### config.mk
export PLATFORM = sky130hd
export DESIGN_NAME = rab_ram
export DESIGN_NICKNAME = d
export VERILOG_FILES = /design/src/hdl/rab_ram.sv
export SDC_FILE = /design/constraint.sdc
export NUM_CORES = 2
export LEC_CHECK = 0
export BUFFER_PORTS_ARGS = -buffer_cell sky130_fd_sc_hd__buf_2
export CAP_MARGIN = 20
export CORE_MARGIN = 5
export CORE_UTILIZATION = 63
export DETAILED_ROUTE_END_ITERATION = 16
export PLACE_DENSITY = 0.79
export SLEW_MARGIN = 20
export SYNTH_ARGS = -nofsm -noshare
export SYNTH_HDL_FRONTEND = slang
export SYNTH_SLANG_ARGS = --single-unit
### constraint.sdc
create_clock -name clk -period 2.54 [get_ports clk]
set_input_delay 0.127 -clock clk [delete_from_list [all_inputs] [get_ports clk]]
set_output_delay 0.127 -clock clk [all_outputs]
set_load 0.01 [all_outputs]
### src/hdl/rab_ram.sv
// Generic single-port-write, single-port-read RAM with registered read data.
module rab_ram #(
    parameter int WIDTH = 8,
    parameter int DEPTH = 256
) (
    input  logic                     clk,
    input  logic                     wr_en,
    input  logic [$clog2(DEPTH)-1:0] wr_addr,
    input  logic [WIDTH-1:0]         wr_data,
    input  logic                     rd_en,
    input  logic [$clog2(DEPTH)-1:0] rd_addr,
    output logic [WIDTH-1:0]         rd_data
);

    logic [WIDTH-1:0] mem [DEPTH];

    always_ff @(posedge clk)
    begin
        if (wr_en)
        begin
            mem[wr_addr] <= wr_data;
        end
        if (rd_en)
        begin
            rd_data <= mem[rd_addr];
        end
    end

endmodule

==> results.sh <==
export IMPL_fmax_mhz=393
export IMPL_syn_cell_area_um2=79600
export IMPL_hold_class="in2reg"
export IMPL_cts_sinks=2056
export IMPL_met1_usage_pct=43.7
export IMPL_max_vdd_ir_drop_mv=0.739
export IMPL_cp_required_ns=3.11
export IMPL_grt_pass1_vias=44000
export IMPL_grt_max_degree=101
export IMPL_synth_warnings=0
export IMPL_vias=43700
export IMPL_failed_checks="negative setup slack"
export IMPL_max_slew_worst_pin_slew_ns=0.876
export IMPL_ant_nets=0
export IMPL_power_leakage_nw=29.8
export IMPL_synth_cell_types=54
export IMPL_vias_per_cell=7.09
export IMPL_die_height_um=366
export IMPL_critPathMaxFanout=2
export IMPL_final_common_cell="edfxtp_1"
export IMPL_drv_slew=0
export IMPL_grt_ovfl_total=0
export IMPL_path_clk_slew_ns=0.07
export IMPL_ctsLongestPathBuffers=3
export IMPL_drt_iter0_drc=7621
export IMPL_multi_input_area_um2=16600
export IMPL_syn_nets=3760
export IMPL_final_cell_mix="2056 x edfxtp_1, 548 x buf_4, 454 x mux4_2, 279 x nor2_1, 195 x clkbuf_16"
export IMPL_final_hold_viol_count=0
export IMPL_p_per_area_nw_per_um2=746
export IMPL_grt_util_all_layers_pct=32.4
export IMPL_cts_tree="done"
export IMPL_io_buffers=34
export IMPL_fin_crit_sh_pct=100
export IMPL_status="complete, but fails checks"
export IMPL_setup_viol_count_final=1
export IMPL_dpl_worst_slack_ns=-0.827
export IMPL_nets=4386
export IMPL_cts_htree_levels=4
export IMPL_ys_ff_latch=2056
export IMPL_root_buffer="clkbuf_16"
export IMPL_place_gp_congestion=0.909
export IMPL_critPathKind="reg2reg"
export IMPL_end_kind="flip-flop"
export IMPL_seqCellArea_um2=61700
export IMPL_startpoint_type="flip-flop"
export IMPL_busiest_layer="met2"
export IMPL_drc=0
export IMPL_drive_above_1_share_pct=30.9
export IMPL_dieArea_um2=134000
export IMPL_cts_made_buffers=192
export IMPL_postSynthAreaPerCell_um2=21.3
export IMPL_synth_cells=3733
export IMPL_nFillCells=6543
export IMPL_whs_ns=0.104
export IMPL_clk_latency_ns=0.82
export IMPL_drt_total_wl_um=212000
export IMPL_post_dp_hpwl_um=126000
export IMPL_grt_pass1_wl_um=307000
export IMPL_fin_skew_ns=0.0279
export IMPL_num_rows=130
export IMPL_met2_usage_pct=50.4
export IMPL_relSlewSlack_pct=41.5
export IMPL_cp_data_arrival_time_ns=3.12
export IMPL_ios=35
export IMPL_die_w_um=366
export IMPL_fin_ws_ns=-0.00426
export IMPL_coreArea_um2=126000
export IMPL_dr_pass1_iters=9
export IMPL_area_growth_pct=15.8
export IMPL_fin_crit_ns=2.54
export IMPL_grt_util_met3_pct=8.69
export IMPL_antenna_found_initial=14
export IMPL_routedWlPerCell_um=34.4
export IMPL_initial_utilization_pct=63.4
export IMPL_synth_seq_area_share_pct=77.5
export IMPL_drv_cap=0
## cells in the mapped netlist, drive strengths merged
cell type | n | area, um2
a311oi | 2 | 17.5
o22a | 5 | 43.8
a21oi | 96 | 480
o22ai | 28 | 175
o32ai | 5 | 51.3
a31oi | 2 | 12.5
a21boi | 1 | 7.51
a211oi | 16 | 120
a22o | 8 | 70.1
and3b | 2 | 17.5
clkbuf | 111 | 417
nor2 | 282 | 1060
o21ai | 12 | 60.1
o211ai | 10 | 75.1
or2b | 1 | 7.51
nand3 | 34 | 170
mux2i | 134 | 1340
nor3 | 22 | 110
nand2b | 8 | 50.1
nand4 | 10 | 62.6
nand2 | 33 | 124
mux4 | 456 | 10300
a2111oi | 5 | 52.6
nor4 | 27 | 188
and2 | 6 | 37.5
and3 | 1 | 6.26
nor2b | 31 | 194
edfxtp | 2056 | 61700
o221ai | 47 | 418
mux2 | 1 | 11.3
nor3b | 1 | 7.51
or2 | 4 | 25.0
a221oi | 14 | 129
or3b | 1 | 8.76
buf | 122 | 1030
clkinv | 1 | 3.75
o311ai | 1 | 8.76
a22oi | 133 | 998
nand3b | 2 | 15.0
inv | 1 | 3.75
nor4b | 1 | 8.76
## metrics by stage
step	instance area (um2)	setup TNS [ns]	utilization, %	instances	total power [mW]
3_5_place_dp	86100	-4.92	68.5	5802	41.9
5_1_grt	92200	-0.00163	73.4	6154	70.7
4_1_cts	92100	-0.0788	73.4	6156	68.9
2_1_floorplan	79600	0	-	3733	40.0
3_3_place_gp	86000	-4.96	68.5	5802	41.8
6_report	92200	-0.00426	73.4	6165	68.8
## metal layers
layer  routed length, um  part of all wire [%]  vias to the layer above
li1                    -                     -                    16900
met1               69300                    33                    22100
met2              101000                    48                     3944
met3               29400                    14                      730
met4               12200                   5.8                        8
met5                  48                 0.023                        -
## cell families (layout without fill, tap and decap cells)
group	after synthesis	in the layout	synth area share [%]
compound gates	385	385	3.42
buf+inv	235	1006	1.83
flops	2056	2056	77.5
mux	591	591	14.6
other cells	0	11	0
simple gates	466	466	2.63
## final cells by class
| class | count | share of cell area [%] |
|---|---|---|
| Clock buffer | 235 | 5.46 |
| Clock inverter | 104 | 0.886 |
| Sequential cell | 2056 | 67.0 |
| Antenna cell | 11 | 0.0299 |
| Tap cell | 1650 | 2.24 |
| Multi-Input combinational cell | 1442 | 18.0 |
| Inverter | 2 | 0.00814 |
| Timing Repair Buffer | 665 | 6.39 |
## flip-flops by register name, summed over array words and instances (netlist names)
signal,cells
mem,2048
rd_data,8
## critical path, cell delays in order (launching register included)
cell	delay [ns]
edfxtp_1	0.42
mux4_2	0.56
o311ai_0	0.34
o22ai_1	0.26
nor4_4	0.50
buf_4	0.19
nor4_2	0.04
## repair_timing
action	CTS	global route
hold buffers	15	0
pin swaps	0	4
resized for setup	14	9
endpoints found under the setup margin	8	5
setup buffers	0	0
endpoints found under the hold margin	465	0
## final timing paths
path                                  start     endpoint  slack (ns)  cells after the start
worst min-delay path             wr_addr[0]  mem[167][3]        0.10                      4
worst max-delay path            mem[235][6]   rd_data[6]      -0.004                      6
worst min register to register   mem[60][4]   rd_data[4]        1.26                      6
worst max register to register  mem[235][6]   rd_data[6]      -0.004                      6
## report_power, final
group	internal (mW)	switching (mW)
sequential	37.4	0.0526
combinational	1.53	2.43
clock	15.2	12.2
Power figures use the tool's default switching activity.
